**src/rtl/imuc_pkg.sv**
```systemverilog
// imuc_pkg: shared codes, constants and a scale function for the imu scale and bias calibration block
// no dependencies; imported by imuc_div and imu_sample_scale_and_bias_calibration
`default_nettype none

package imuc_pkg;

   // fraction bits of the stored offsets
   localparam int OFB = 8;

   localparam int RAW_W   = 16;
   localparam int OFS_W   = 25;
   localparam int SUM_W   = 33;
   localparam int CNT16_W = 16;
   localparam int MEAS_W  = 24;
   localparam int TEMP_W  = 17;
   localparam int ST_W    = 3;
   localparam int OP_W    = 2;
   localparam int FS_W    = 2;

   localparam int N_AXES = 6;
   localparam int N_MEAS = 7;
   localparam int IDX_W  = 3;

   // shared multiplier operands
   localparam int V_W    = ((RAW_W + OFB > OFS_W) ? RAW_W + OFB : OFS_W) + 1;
   localparam int B_W    = 23;
   localparam int PROD_W = V_W + B_W;
   localparam int SHIFT  = 16 + OFB;
   localparam int ADJ_W  = 32;
   localparam int ACC_EXP = 18;

   // divider for the offset means
   localparam int DIV_W = SUM_W - 1 + OFB;
   localparam int DEN_W = CNT16_W;
   localparam int DCNT_W = $clog2(DIV_W);

   // stream widths
   localparam int REQ_DATA_W = 7 * RAW_W;
   localparam int REQ_USER_W = OP_W + 1;
   localparam int RSP_DATA_W = ((N_AXES * MEAS_W + TEMP_W + 7) / 8) * 8;
   localparam int RSP_USER_W = 1 + ST_W;

   localparam int CSR_IDX_W  = 2;
   localparam int CSR_DATA_W = 16;

   localparam logic [CSR_IDX_W-1:0] CSR_ACCEL_FS = 2'd0;
   localparam logic [CSR_IDX_W-1:0] CSR_GYRO_FS  = 2'd1;
   localparam logic [CSR_IDX_W-1:0] CSR_CAL_N    = 2'd2;

   localparam logic [OP_W-1:0] OP_MEASURE    = 2'd0;
   localparam logic [OP_W-1:0] OP_CAL_START  = 2'd1;
   localparam logic [OP_W-1:0] OP_CAL_SAMPLE = 2'd2;
   localparam logic [OP_W-1:0] OP_CAL_RESET  = 2'd3;

   localparam logic [ST_W-1:0] ST_OK          = 3'd0;
   localparam logic [ST_W-1:0] ST_INVALID     = 3'd1;
   localparam logic [ST_W-1:0] ST_CALIBRATING = 3'd2;
   localparam logic [ST_W-1:0] ST_CAL_DONE    = 3'd3;
   localparam logic [ST_W-1:0] ST_CAL_FAILED  = 3'd4;
   localparam logic [ST_W-1:0] ST_NOT_CAL     = 3'd5;

   localparam logic [CNT16_W-1:0] CAL_N_RESET = 16'd100;

   localparam logic [B_W-1:0] TEMP_RECIP = 23'd49345;
   localparam int ONE_G    = 65536;
   localparam int TEMP_OFS = 9352;

   localparam logic signed [OFS_W-1:0] OFS_MAX = {1'b0, {(OFS_W-1){1'b1}}};

   // gyro sensitivity reciprocals, q.24
   function automatic logic [B_W-1:0] gyro_recip(input logic [FS_W-1:0] fs);
      logic [B_W-1:0] r;
      unique case (fs)
         2'd0: r = 23'd128070;
         2'd1: r = 23'd256141;
         2'd2: r = 23'd511500;
         2'd3: r = 23'd1023001;
         default: r = 23'd128070;
      endcase
      return r;
   endfunction

endpackage

`default_nettype wire

```
**src/rtl/imuc_div.sv**
```systemverilog
// imuc_div: restoring unsigned divider, one quotient bit per cycle
// depends on imuc_pkg for operand widths
`default_nettype none

module imuc_div
   import imuc_pkg::*;
(
   input  wire logic             clock,
   input  wire logic             reset,
   input  wire logic             start,
   input  wire logic [DIV_W-1:0] dividend,
   input  wire logic [DEN_W-1:0] divisor,
   output logic                  done,
   output logic [DIV_W-1:0]      quotient
);

   logic              busy_ff, busy_in;
   logic              done_ff, done_in;
   logic [DCNT_W-1:0] cnt_ff, cnt_in;
   logic [DEN_W-1:0]  rem_ff, rem_in;
   logic [DIV_W-1:0]  quo_ff, quo_in;
   logic [DEN_W-1:0]  den_ff, den_in;
   logic [DEN_W:0]    shifted;
   logic              ge;

   always_comb begin
      shifted = {rem_ff, quo_ff[DIV_W-1]};
      ge      = shifted >= {1'b0, den_ff};
      busy_in = busy_ff;
      done_in = 1'b0;
      cnt_in  = cnt_ff;
      rem_in  = rem_ff;
      quo_in  = quo_ff;
      den_in  = den_ff;
      if (start) begin
         busy_in = 1'b1;
         cnt_in  = DCNT_W'(DIV_W - 1);
         rem_in  = '0;
         quo_in  = dividend;
         den_in  = divisor;
      end else if (busy_ff) begin
         rem_in = ge ? DEN_W'(shifted - {1'b0, den_ff}) : shifted[DEN_W-1:0];
         quo_in = {quo_ff[DIV_W-2:0], ge};
         cnt_in = cnt_ff - 1'b1;
         if (cnt_ff == '0) begin
            busy_in = 1'b0;
            done_in = 1'b1;
         end
      end
   end

   always_ff @(posedge clock) begin
      if (reset) begin
         busy_ff <= 1'b0;
         done_ff <= 1'b0;
      end else begin
         busy_ff <= busy_in;
         done_ff <= done_in;
      end
   end

   always_ff @(posedge clock) begin
      cnt_ff <= cnt_in;
      rem_ff <= rem_in;
      quo_ff <= quo_in;
      den_ff <= den_in;
   end

   assign done     = done_ff;
   assign quotient = quo_ff;

endmodule

`default_nettype wire

```
**src/rtl/imu_sample_scale_and_bias_calibration.sv**
```systemverilog
// imu_sample_scale_and_bias_calibration: six-axis sample scaling with bias calibration
// depends on imuc_pkg and imuc_div
// measure: one shared 26x23 multiplier, a multiply (S_MUL) and a round (S_RND) step per field for 7 fields
// calibration sample: valid ones are summed per axis (S_ACC) then checked (S_CHK), invalid ones only checked
// finishing sample: the six offset means, with 8 fraction bits, are then divided in turn on the serial divider
// other ops: straight to the output step; output register lets the next transfer in while a result waits
// reset is synchronous, active high: config to defaults, offsets/sums/counts cleared
`default_nettype none

module imu_sample_scale_and_bias_calibration
   import imuc_pkg::*;
(
   input  wire logic                  clock,
   input  wire logic                  reset,
   input  wire logic                  req_tvalid,
   output logic                       req_tready,
   // raw_accel_x, raw_accel_y, raw_accel_z, raw_gyro_x, raw_gyro_y, raw_gyro_z, raw_temperature
   input  wire logic [REQ_DATA_W-1:0] req_tdata,
   // op, sample_ok
   input  wire logic [REQ_USER_W-1:0] req_tuser,
   output logic                       rsp_tvalid,
   input  wire logic                  rsp_tready,
   // accel_x_g, accel_y_g, accel_z_g, rate_x_dps, rate_y_dps, rate_z_dps, temperature_c, zero pad
   output logic [RSP_DATA_W-1:0]      rsp_tdata,
   // is_calibrated, status
   output logic [RSP_USER_W-1:0]      rsp_tuser,
   input  wire logic                  csr_we,
   input  wire logic [CSR_IDX_W-1:0]  csr_index,
   input  wire logic [CSR_DATA_W-1:0] csr_wdata
);

   localparam logic [3:0] S_IDLE  = 4'd0;
   localparam logic [3:0] S_MUL   = 4'd1;
   localparam logic [3:0] S_RND   = 4'd2;
   localparam logic [3:0] S_ACC   = 4'd3;
   localparam logic [3:0] S_CHK   = 4'd4;
   localparam logic [3:0] S_DIVGO = 4'd5;
   localparam logic [3:0] S_DIVW  = 4'd6;
   localparam logic [3:0] S_OUT   = 4'd7;

   localparam logic [IDX_W-1:0] IDX_LAST_AXIS = IDX_W'(N_AXES - 1);
   localparam logic [IDX_W-1:0] IDX_TEMP      = IDX_W'(N_MEAS - 1);
   localparam logic [IDX_W-1:0] IDX_ACC_Z     = IDX_W'(2);
   localparam logic [IDX_W-1:0] IDX_GYRO_X    = IDX_W'(3);

   logic [3:0]          state_ff, state_in;
   logic [IDX_W-1:0]    idx_ff, idx_in;
   logic [FS_W-1:0]     afs_ff, afs_in;
   logic [FS_W-1:0]     gfs_ff, gfs_in;
   logic [CNT16_W-1:0]  cal_n_ff, cal_n_in;
   logic [CNT16_W-1:0]  valid_ff, valid_in;
   logic [CNT16_W-1:0]  attempt_ff, attempt_in;
   logic                calibrating_ff, calibrating_in;
   logic                calibrated_ff, calibrated_in;
   logic                rsp_valid_ff, rsp_valid_in;
   logic signed [SUM_W-1:0] sums_ff [N_AXES];
   logic signed [SUM_W-1:0] sums_in [N_AXES];
   logic signed [OFS_W-1:0] ofs_ff [N_AXES];
   logic signed [OFS_W-1:0] ofs_in [N_AXES];

   logic signed [RAW_W-1:0]  raw_ff [N_MEAS];
   logic signed [RAW_W-1:0]  raw_in [N_MEAS];
   logic signed [MEAS_W-1:0] meas_ff [N_MEAS];
   logic signed [MEAS_W-1:0] meas_in [N_MEAS];
   logic signed [PROD_W-1:0] prod_ff, prod_in;
   logic [ST_W-1:0]          status_ff, status_in;
   logic                     neg_ff, neg_in;
   logic [RSP_DATA_W-1:0]    rsp_data_ff, rsp_data_in;
   logic [RSP_USER_W-1:0]    rsp_user_ff, rsp_user_in;

   logic signed [V_W-1:0]    v_sel;
   logic signed [OFS_W-1:0]  ofs_sel;
   logic signed [B_W-1:0]    b_sel;
   logic signed [PROD_W-1:0] prod_rnd;
   logic signed [ADJ_W-1:0]  adj;
   logic signed [SUM_W-1:0]  sum_sel;
   logic [SUM_W-1:0]         mag;
   logic                     div_start;
   logic [DIV_W-1:0]         div_dividend;
   logic                     div_done;
   logic [DIV_W-1:0]         div_q;

   imuc_div u_div (
      .clock    (clock),
      .reset    (reset),
      .start    (div_start),
      .dividend (div_dividend),
      .divisor  (valid_ff),
      .done     (div_done),
      .quotient (div_q)
   );

   // saturate to 24 bits, or 17 for temperature
   function automatic logic signed [MEAS_W-1:0] sat_meas(input logic signed [ADJ_W-1:0] x,
                                                         input logic temp);
      logic signed [ADJ_W-1:0] hi;
      logic signed [ADJ_W-1:0] lo;
      hi = temp ? ADJ_W'((1 << (TEMP_W - 1)) - 1) : ADJ_W'((1 << (MEAS_W - 1)) - 1);
      lo = -hi - 1;
      if (x > hi) begin
         return MEAS_W'(hi);
      end else if (x < lo) begin
         return MEAS_W'(lo);
      end
      return MEAS_W'(x);
   endfunction

   assign req_tready = (state_ff == S_IDLE);
   assign rsp_tvalid = rsp_valid_ff;
   assign rsp_tdata  = rsp_data_ff;
   assign rsp_tuser  = rsp_user_ff;

   // shared multiplier operands
   always_comb begin
      ofs_sel = (calibrated_ff && idx_ff <= IDX_LAST_AXIS) ? ofs_ff[idx_ff] : '0;
      v_sel   = (V_W'(raw_ff[idx_ff]) <<< OFB) - V_W'(ofs_sel);
      if (idx_ff < IDX_GYRO_X) begin
         b_sel = B_W'(1) << (ACC_EXP + int'(afs_ff));
      end else if (idx_ff <= IDX_LAST_AXIS) begin
         b_sel = gyro_recip(gfs_ff);
      end else begin
         b_sel = TEMP_RECIP;
      end
      prod_rnd = (prod_ff + (PROD_W'(1) <<< (SHIFT - 1))) >>> SHIFT;
      adj      = ADJ_W'(prod_rnd);
      if (idx_ff == IDX_TEMP) begin
         adj = adj + ADJ_W'(TEMP_OFS);
      end else if (idx_ff == IDX_ACC_Z && calibrated_ff) begin
         adj = adj + ADJ_W'(ONE_G);
      end
      sum_sel      = sums_ff[idx_ff];
      mag          = sum_sel[SUM_W-1] ? -sum_sel : sum_sel;
      div_dividend = (DIV_W'(mag[SUM_W-2:0]) << OFB) + DIV_W'(valid_ff >> 1);
   end

   always_comb begin
      state_in       = state_ff;
      idx_in         = idx_ff;
      afs_in         = afs_ff;
      gfs_in         = gfs_ff;
      cal_n_in       = cal_n_ff;
      valid_in       = valid_ff;
      attempt_in     = attempt_ff;
      calibrating_in = calibrating_ff;
      calibrated_in  = calibrated_ff;
      rsp_valid_in   = rsp_valid_ff && !rsp_tready;
      sums_in        = sums_ff;
      ofs_in         = ofs_ff;
      raw_in         = raw_ff;
      meas_in        = meas_ff;
      prod_in        = prod_ff;
      status_in      = status_ff;
      neg_in         = neg_ff;
      rsp_data_in    = rsp_data_ff;
      rsp_user_in    = rsp_user_ff;
      div_start      = 1'b0;

      if (csr_we) begin
         unique case (csr_index)
            CSR_ACCEL_FS: afs_in   = csr_wdata[FS_W-1:0];
            CSR_GYRO_FS:  gfs_in   = csr_wdata[FS_W-1:0];
            CSR_CAL_N:    cal_n_in = csr_wdata[CNT16_W-1:0];
            default: ;
         endcase
      end

      unique case (state_ff)
         S_IDLE: begin
            if (req_tvalid) begin
               for (int k = 0; k < N_MEAS; k++) begin
                  raw_in[k]  = req_tdata[k*RAW_W +: RAW_W];
                  meas_in[k] = '0;
               end
               idx_in   = '0;
               state_in = S_OUT;
               unique case (req_tuser[OP_W-1:0])
                  OP_MEASURE: begin
                     if (req_tuser[OP_W]) begin
                        status_in = ST_OK;
                        state_in  = S_MUL;
                     end else begin
                        status_in = ST_INVALID;
                     end
                  end
                  OP_CAL_START: begin
                     for (int k = 0; k < N_AXES; k++) begin
                        sums_in[k] = '0;
                        ofs_in[k]  = '0;
                     end
                     valid_in      = '0;
                     attempt_in    = '0;
                     calibrated_in = 1'b0;
                     if (cal_n_ff == '0) begin
                        calibrating_in = 1'b0;
                        status_in      = ST_CAL_FAILED;
                     end else begin
                        calibrating_in = 1'b1;
                        status_in      = ST_CALIBRATING;
                     end
                  end
                  OP_CAL_SAMPLE: begin
                     if (!calibrating_ff) begin
                        status_in = ST_NOT_CAL;
                     end else begin
                        attempt_in = attempt_ff + 1'b1;
                        if (req_tuser[OP_W]) begin
                           valid_in = valid_ff + 1'b1;
                           state_in = S_ACC;
                        end else begin
                           state_in = S_CHK;
                        end
                     end
                  end
                  OP_CAL_RESET: begin
                     for (int k = 0; k < N_AXES; k++) begin
                        sums_in[k] = '0;
                        ofs_in[k]  = '0;
                     end
                     valid_in       = '0;
                     attempt_in     = '0;
                     calibrated_in  = 1'b0;
                     calibrating_in = 1'b0;
                     status_in      = ST_OK;
                  end
                  default: ;
               endcase
            end
         end
         S_MUL: begin
            prod_in  = v_sel * b_sel;
            state_in = S_RND;
         end
         S_RND: begin
            meas_in[idx_ff] = sat_meas(adj, idx_ff == IDX_TEMP);
            if (idx_ff == IDX_TEMP) begin
               state_in = S_OUT;
            end else begin
               idx_in   = idx_ff + 1'b1;
               state_in = S_MUL;
            end
         end
         S_ACC: begin
            sums_in[idx_ff] = sums_ff[idx_ff] + SUM_W'(raw_ff[idx_ff]);
            if (idx_ff == IDX_LAST_AXIS) begin
               state_in = S_CHK;
            end else begin
               idx_in = idx_ff + 1'b1;
            end
         end
         S_CHK: begin
            if (attempt_ff >= cal_n_ff) begin
               calibrating_in = 1'b0;
               if (valid_ff == '0 || valid_ff < (cal_n_ff >> 1)) begin
                  status_in = ST_CAL_FAILED;
                  state_in  = S_OUT;
               end else begin
                  idx_in   = '0;
                  state_in = S_DIVGO;
               end
            end else begin
               status_in = ST_CALIBRATING;
               state_in  = S_OUT;
            end
         end
         S_DIVGO: begin
            div_start = 1'b1;
            neg_in    = sum_sel[SUM_W-1];
            state_in  = S_DIVW;
         end
         S_DIVW: begin
            if (div_done) begin
               if (neg_ff) begin
                  ofs_in[idx_ff] = (div_q > DIV_W'(OFS_MAX) + 1'b1) ?
                                   -OFS_MAX - 1'b1 : -OFS_W'(div_q);
               end else begin
                  ofs_in[idx_ff] = (div_q > DIV_W'(OFS_MAX)) ? OFS_MAX : OFS_W'(div_q);
               end
               if (idx_ff == IDX_LAST_AXIS) begin
                  calibrated_in = 1'b1;
                  status_in     = ST_CAL_DONE;
                  state_in      = S_OUT;
               end else begin
                  idx_in   = idx_ff + 1'b1;
                  state_in = S_DIVGO;
               end
            end
         end
         S_OUT: begin
            if (!rsp_valid_ff || rsp_tready) begin
               rsp_data_in = '0;
               for (int k = 0; k < N_AXES; k++) begin
                  rsp_data_in[k*MEAS_W +: MEAS_W] = meas_ff[k];
               end
               rsp_data_in[N_AXES*MEAS_W +: TEMP_W] = meas_ff[N_MEAS-1][TEMP_W-1:0];
               rsp_user_in  = {status_ff, calibrated_ff};
               rsp_valid_in = 1'b1;
               state_in     = S_IDLE;
            end
         end
         default: state_in = S_IDLE;
      endcase
   end

   always_ff @(posedge clock) begin
      if (reset) begin
         state_ff       <= S_IDLE;
         idx_ff         <= '0;
         afs_ff         <= '0;
         gfs_ff         <= '0;
         cal_n_ff       <= CAL_N_RESET;
         valid_ff       <= '0;
         attempt_ff     <= '0;
         calibrating_ff <= 1'b0;
         calibrated_ff  <= 1'b0;
         rsp_valid_ff   <= 1'b0;
         for (int k = 0; k < N_AXES; k++) begin
            sums_ff[k] <= '0;
            ofs_ff[k]  <= '0;
         end
      end else begin
         state_ff       <= state_in;
         idx_ff         <= idx_in;
         afs_ff         <= afs_in;
         gfs_ff         <= gfs_in;
         cal_n_ff       <= cal_n_in;
         valid_ff       <= valid_in;
         attempt_ff     <= attempt_in;
         calibrating_ff <= calibrating_in;
         calibrated_ff  <= calibrated_in;
         rsp_valid_ff   <= rsp_valid_in;
         sums_ff        <= sums_in;
         ofs_ff         <= ofs_in;
      end
   end

   always_ff @(posedge clock) begin
      raw_ff      <= raw_in;
      meas_ff     <= meas_in;
      prod_ff     <= prod_in;
      status_ff   <= status_in;
      neg_ff      <= neg_in;
      rsp_data_ff <= rsp_data_in;
      rsp_user_ff <= rsp_user_in;
   end

endmodule

`default_nettype wire

```
**config.mk**
```make
export PLATFORM = sky130hd
export DESIGN_NAME = imu_sample_scale_and_bias_calibration
export DESIGN_NICKNAME = d
export VERILOG_FILES = /design/src/rtl/imuc_pkg.sv /design/src/rtl/imuc_div.sv /design/src/rtl/imu_sample_scale_and_bias_calibration.sv
export SDC_FILE = /design/constraint.sdc
export NUM_CORES = 2
export LEC_CHECK = 0
export CAP_MARGIN = 20
export CORE_ASPECT_RATIO = 1.2
export CORE_MARGIN = 1.5
export CORE_UTILIZATION = 30
export CTS_CLUSTER_SIZE = 16
export DETAILED_ROUTE_END_ITERATION = 16
export DONT_BUFFER_PORTS = 1
export HOLD_SLACK_MARGIN = 0.03
export PLACE_DENSITY = 0.53
export SLEW_MARGIN = 0
export SYNTH_ARGS = -nofsm -noshare
export SYNTH_HDL_FRONTEND = slang
export SYNTH_SLANG_ARGS = --single-unit
```
**constraint.sdc**
```tcl
create_clock -name clock -period 21.2 [get_ports clock]
set_clock_uncertainty 0.1 [all_clocks]
set_input_delay 2.12 -clock clock [delete_from_list [all_inputs] [get_ports clock]]
set_output_delay 2.12 -clock clock [all_outputs]
set_load 0.05 [all_outputs]
```
# --- Yosys cells after proc, flatten, opt, wreduce, memory -nomap -nowiden ---
# Index checks and enable logic that the tools add are counted.
word_totals:
  register_bits: 988
  inputBits: 138
op_classes:
  n_addsub: 16
  n_mul: 1
  n_lt_le_gt_ge: 11
  eq_ne: 32
  shifts: 1
  muxes: 101
  n_bitwise: 2
  n_reduce_logical: 40
op_table:
  columns: ["operator", "count"]
  rows:
  - ["two-way mux 150 bit", 4]
  - ["two-way mux 198 bit", 2]
  - ["one-hot mux 198 bit (2 select lines)", 1]
  - ["one-hot mux 168 bit (2 select lines)", 1]
  - ["bitwise mux 150 bit", 2]
  - ["one-hot mux 150 bit (2 select lines)", 1]
  - ["bitwise mux 198 bit", 1]
  - ["bitwise mux 168 bit", 1]
  - ["two-way mux 168 bit", 1]
  - ["two-way mux 25 bit", 6]
  - ["two-way mux 24 bit", 5]
  - ["binary-select mux 33 bit (select 3 bit)", 1]
  - ["demux 33 bit (select 3 bit)", 1]
  - ["two-way mux 33 bit", 3]
  - ["two-way mux 16 bit", 6]
  - ["two-way mux 32 bit", 3]
  - ["one-hot mux 23 bit (4 select lines)", 1]
  - ["two-way mux 40 bit", 2]
  - ["binary-select mux 25 bit (select 3 bit)", 1]
  - ["demux 25 bit (select 3 bit)", 1]
  - ["demux 24 bit (select 3 bit)", 1]
  - ["two-way mux 23 bit", 3]
  - ["one-hot mux 16 bit (2 select lines)", 2]
  - ["two-way mux 3 bit", 17]
  - ["other kinds (68)", 137]

# --- Logic depth before layout (Yosys ltp) ---
depth:
  depth_word: 12
  mapped_depth: 53
  mapped_depth_nobuf: 43

# --- Hierarchy ---
# Synthesis repeated with hierarchy kept, for this count alone.
unflattened:
  hier_cells: 6710
  area_unflattened_um2: 66658.9
modules_own_cells:
  columns: ["module", "instances", "cells_each", "area_each_um2", "seq_area_each_um2"]
  rows:
  - ["imu_sample_scale_and_bias_calibration", 1, 6329, 62293.5, 22241.3]
  - ["imuc_div", 1, 381, 4365.4, 2162.1]

# --- Least setup slack after synthesis ---
# No wires, ideal clock.
synth_path:
  path_kind: "reg2reg"
  from: "register idx_ff[1]"
  to: "register prod_ff[48], data pin"
  setup_time_ps: 260
  arrival_time_ps: 12022
  required_ps: 20840
  slack_ps: 8819
  stages_incl_launch_ff: 49
  n_path_buf: 12
  cell_sequence: "dfxtp_1 -> buf_6 -> buf_6 -> buf_6 -> buf_6 -> buf_6 -> buf_6 -> buf_2 -> buf_2 -> buf_1 -> buf_1 -> clkbuf_1 -> mux2i_1 -> nor2_1 -> a21oi_1 -> o21ai_0 -> ha_1 -> and2_1 -> [... 13 more ...] -> fa_1 -> fa_1 -> fa_1 -> inv_1 -> fa_1 -> inv_1 -> ha_1 -> a21o_1 -> a21o_1 -> a21oi_1 -> o21bai_1 -> a221o_1 -> a2111oi_0 -> nor2_1 -> a221o_1 -> a211o_1 -> a21oi_1 -> xnor2_1"
synth_between:
  elab_chain_len: 7
  elab_cells_between_ends: 15
synth_lines:
  columns: ["element", "line", "rtl"]
  rows:
  - ["start, declared", "imu_sample_scale_and_bias_calibration.sv:47", "logic [IDX_W-1:0] idx_ff, idx_in;"]
  - ["start signal, assigned", "imu_sample_scale_and_bias_calibration.sv:322", "idx_ff <= idx_in;"]
  - ["NOT 3 -> 4 bit (implied by the code)", "imu_sample_scale_and_bias_calibration.sv:115, imu_sample_scale_and_bias_calibration.sv:116", null]
  - ["binary-select mux 25 bit (select 3 bit)", "imu_sample_scale_and_bias_calibration.sv:115", "ofs_sel = (calibrated_ff && idx_ff <= IDX_LAST_AXIS) ? ofs_ff[idx_ff] : '0;"]
  - ["two-way mux 25 bit (implied by the code) (2 in a row)", "imu_sample_scale_and_bias_calibration.sv:115", null]
  - ["two-way mux 25 bit", "imu_sample_scale_and_bias_calibration.sv:115", null]
  - ["subtractor 24 x 25 -> 26 bit", "imu_sample_scale_and_bias_calibration.sv:116", "v_sel = (V_W'(raw_ff[idx_ff]) <<< OFB) - V_W'(ofs_sel);"]
  - ["multiplier 26 x 23 -> 49 bit *", "imu_sample_scale_and_bias_calibration.sv:230", "prod_in = v_sel * b_sel;"]
  - ["end signal, assigned", "imu_sample_scale_and_bias_calibration.sv:339", "prod_ff <= prod_in;"]
  - ["end, declared", "imu_sample_scale_and_bias_calibration.sv:65", "logic signed [PROD_W-1:0] prod_ff, prod_in;"]
# Mark *: on every way between the ends. The rest lies on a longest branch, timed or not. The select of a mux whose other input is x is not followed.
# A chain may end at the register's enable or synchronous reset.

# --- Final worst setup path ---
# Ends and elaborated chain as after synthesis.

==> results.ini <==
[cells_and_area]
nFillCells=22546
fin_cells=9862
final_nets=7831
multi_input_area_sq_um=38000
drive_gt1_share_pct=6.64
seqCellArea_sq_um=24400
area_growth_pct=10.4

[clock_tree]
tritoncts=built
clock_latency_ns=0.77
ctsLongestPathBuffers=3
cts_buffers=108
cts_setup_buffers=0
clock-sinks=957
postCtsHoldBufs=0
clk_pin_slew_ns=0.06
clockRootBuffer=clkbuf_16
cts_resized=0
htree_num_levels=3

[global_routing]
busiest_layer=met2
grtUsageMet2_pct=33.1
antenna_found_initial=11
grt_pass1_vias=52084
gr-total-overflow=0
grt_pass1_wl_mm=334
gr-usage-all-layers_pct=19.6
grt_max_degree=392
met3_usage_pct=3.04
use_met1_pct=24.4

[timing]
period_minus_slack_ns=13.95
worst_slew_pin_slew_ns=1.91
hold_violations=0
layout_setup_ws_ns=7.25
slew_headroom_pct=-27.3
setup_viol_count_final=0
finalCritPeriodShare_pct=65.8
rsz0062_at_grt=false
tns_ns=0
whs_ns=0.312
drv_slew=231
clock.fmax_ghz=0.0717

[critical_path]
crit_required_ns=21.55
path_delay_family=adder cells
cp_common_cell=fa_1
worstSetupStartpointType=register
cp-end-kind=register
slowest_delay_ns=0.78
cp_num_buf_inv=7
arrival_ns=14.30
critPathMaxFanout=53
critPathKind=register to register
cpMaxStageDelayCell=dfxtp_4

[logic_synthesis]
ys_seq_elements=957
yosysSeqAreaShare_pct=36.6
synth_compound_area_share_pct=13.8
synthXorXnorAreaFrac_pct=3.20
synth-edff-count=524
synth_async_sr_flop_share_pct=0
synth_warnings=0
synth_mux_area_share_pct=2.30
synth_top_family_by_area=adder cells
synth_area_per_cell_sq_um=9.64
syn-cell-area_sq_um=66700
yosys.area_share.simple_pct=14.2
syn_inst=6927
ys.flop_type=edfxtp_1
yosys.area_share.adder_pct=23.0
ys_types=102

[placement]
port_buffers=0
dp_worst_setup_slack_ns=7.36
dpl.cell_count=9657
dpl.hpwl_mm=166
routabilityCongestion=0.948

[pwr]
p_leak_uw=0.0295
power.total_uw=8570
vdd.ir_drop.worst_uv=80.9
power_density_nw_per_um2=116

[outcome]
failed_checks=max-slew violations
status=finished with violations

[min_path]
min_path_type=register to register

[die]
fp.dieH_um=520
fp.dieW_um=434
core_sq_um=221000
die_area_sq_um=225000
start_util_pct=30.2
rows=189
io_pins=312

[detailed_routing]
dr.pass1.iters=6
route.detailed.drc=0
wl_mm=224
final_antenna_net_count=0
num_vias=51606
routed_via_density=5.23
drt_iter0_markers=4654
wl_per_cell_um=22.7

[run]
cap_viol_max_count=0

worst reg2reg max path: cells and delay by family, from the launching register on:
| family | cells | cell delay, ns |
|---|---|---|
| adder cells (fa/ha/maj) | 9 | 4.43 |
| AO/OA/AOI/OAI | 16 | 4.11 |
| buffers and inverters | 7 | 2.50 |
| AND/OR/NAND/NOR | 8 | 1.59 |
| flip-flops | 1 | 0.78 |
| XOR/XNOR | 1 | 0.10 |
registers in the layout, indices dropped and copies added (netlist names), 2 cells and up:
| name | cells |
|---|---|
| state_ff | 3 |
| u_div.rem_ff | 16 |
| u_div.quotient | 40 |
| meas_ff | 161 |
| rsp_tuser | 4 |
| raw_ff | 112 |
| gfs_ff | 2 |
| prod_ff | 26 |
| valid_ff | 16 |
| sums_ff | 198 |
| u_div.cnt_ff | 6 |
| cal_n_ff | 16 |
| idx_ff | 3 |
| status_ff | 3 |
| u_div.den_ff | 16 |
| rsp_tdata | 161 |
| afs_ff | 2 |
| attempt_ff | 16 |
| ofs_ff | 150 |
routing by layer:
| layer | share of wire, % | vias to the layer above | wire, um |
|---|---|---|---|
| met3 | 6.1 | 456 | 13700 |
| li1 | - | 23434 | - |
| met5 | 0.021 | - | 48 |
| met4 | 4.9 | 10 | 11100 |
| met1 | 41 | 25909 | 90900 |
| met2 | 48 | 1797 | 108000 |
report_power, final:
group | leakage, uW | total (uW) | switching (uW) | internal, uW
Combinational | 0.0194 | 3970 | 2660 | 1300
Clock | 0.00172 | 1890 | 815 | 1070
Sequential | 0.00841 | 2720 | 279 | 2440
Total | 0.0295 | 8570 | 3760 | 4820
worst paths after layout:
path / from / to / depth (start not counted) / slack [ns]
worst min register to register: meas_ff[165] / rsp_tdata[21] / 0 / 0.31
worst min-delay path: meas_ff[165] / rsp_tdata[21] / 0 / 0.31
worst max register to register: idx_ff[1] / prod_ff[48] / 41 / 7.25
worst max-delay path: idx_ff[1] / prod_ff[48] / 41 / 7.25
through the flow:
step | area, sq um | utilization, %
final | 73700 | 33.3
after global routing | 73700 | 33.3
after CTS | 73600 | 33.3
after detailed placement | 70100 | 31.7
after global placement | 70100 | 31.7
after floorplan | 66900 | -
layout by cell type, fill, tap and decap left out, types with 18 or more instances in the layout:
cell type	count
nor2_1	914
inv_1	823
fa_1	574
nand2_1	542
edfxtp_1	524
dfxtp_1	430
ha_1	307
o21ai_0	284
a21oi_1	265
a22oi_1	228
a31oi_1	223
nand3_1	200
xnor2_1	138
buf_4	110
clkbuf_16	109
xor2_1	100
nor3_1	81
mux2i_1	68
nand2b_1	50
nand4_1	50
a21o_1	49
a211oi_1	46
or3_1	36
nor4_1	33
conb_1	33
nor2b_1	31
nand3b_1	31
mux2_2	29
o31ai_1	28
and3_1	28
o21a_1	27
or2_2	21
o211ai_1	21
mux4_2	20
a22o_1	19
clkinv_1	19
o311ai_2	19
and2_1	18
a221oi_1	18
clkinv_2	18
cell families after synthesis:
logic type,Yosys count
multiplexers,123
buffers and inverters,1204
other,2
AND/OR/NAND/NOR,2129
adder cells (fa/ha/maj),881
AO/OA/AOI/OAI,1390
flip-flops,957
XOR/XNOR,241
final cells by class:
| cell class | count | share of cell area, % |
|---|---|---|
| clock inverter | 67 | 0.929 |
| timing repair buffer | 116 | 1.22 |
| inverter | 832 | 4.24 |
| antenna | 4 | 0.0136 |
| clock buffer | 129 | 3.86 |
| multi-input combinational | 4797 | 51.6 |
| sequential | 957 | 33.1 |
| tap | 2960 | 5.02 |
Yosys cell counts, drive strengths merged, types with 22 or more instances:
library cell  number  area share (%)
a211oi            46            0.52
a21o              51            0.58
a21oi            271             2.0
a221oi            22            0.33
a22oi            229             2.6
a31oi            223             2.1
and3              28            0.26
buf               77            0.65
clkbuf           295             1.7
dfxtp            433              13
edfxtp           524              24
fa               574              17
ha               307             5.8
inv              829             4.7
mux2              35            0.60
mux2i             68             1.0
nand2            551             3.1
nand2b            51            0.49
nand3            200             1.5
nand3b            31            0.35
nand4             50            0.47
nor2             929             5.2
nor2b             33            0.31
nor3              84            0.65
nor4              35            0.37
o21a              27            0.30
o21ai            290             2.2
o311ai            23            0.52
o31ai             29            0.33
or2               27            0.26
or3               36            0.34
xnor2            141             1.9
xor2             100             1.3
Power figures use the tool's default switching activity.
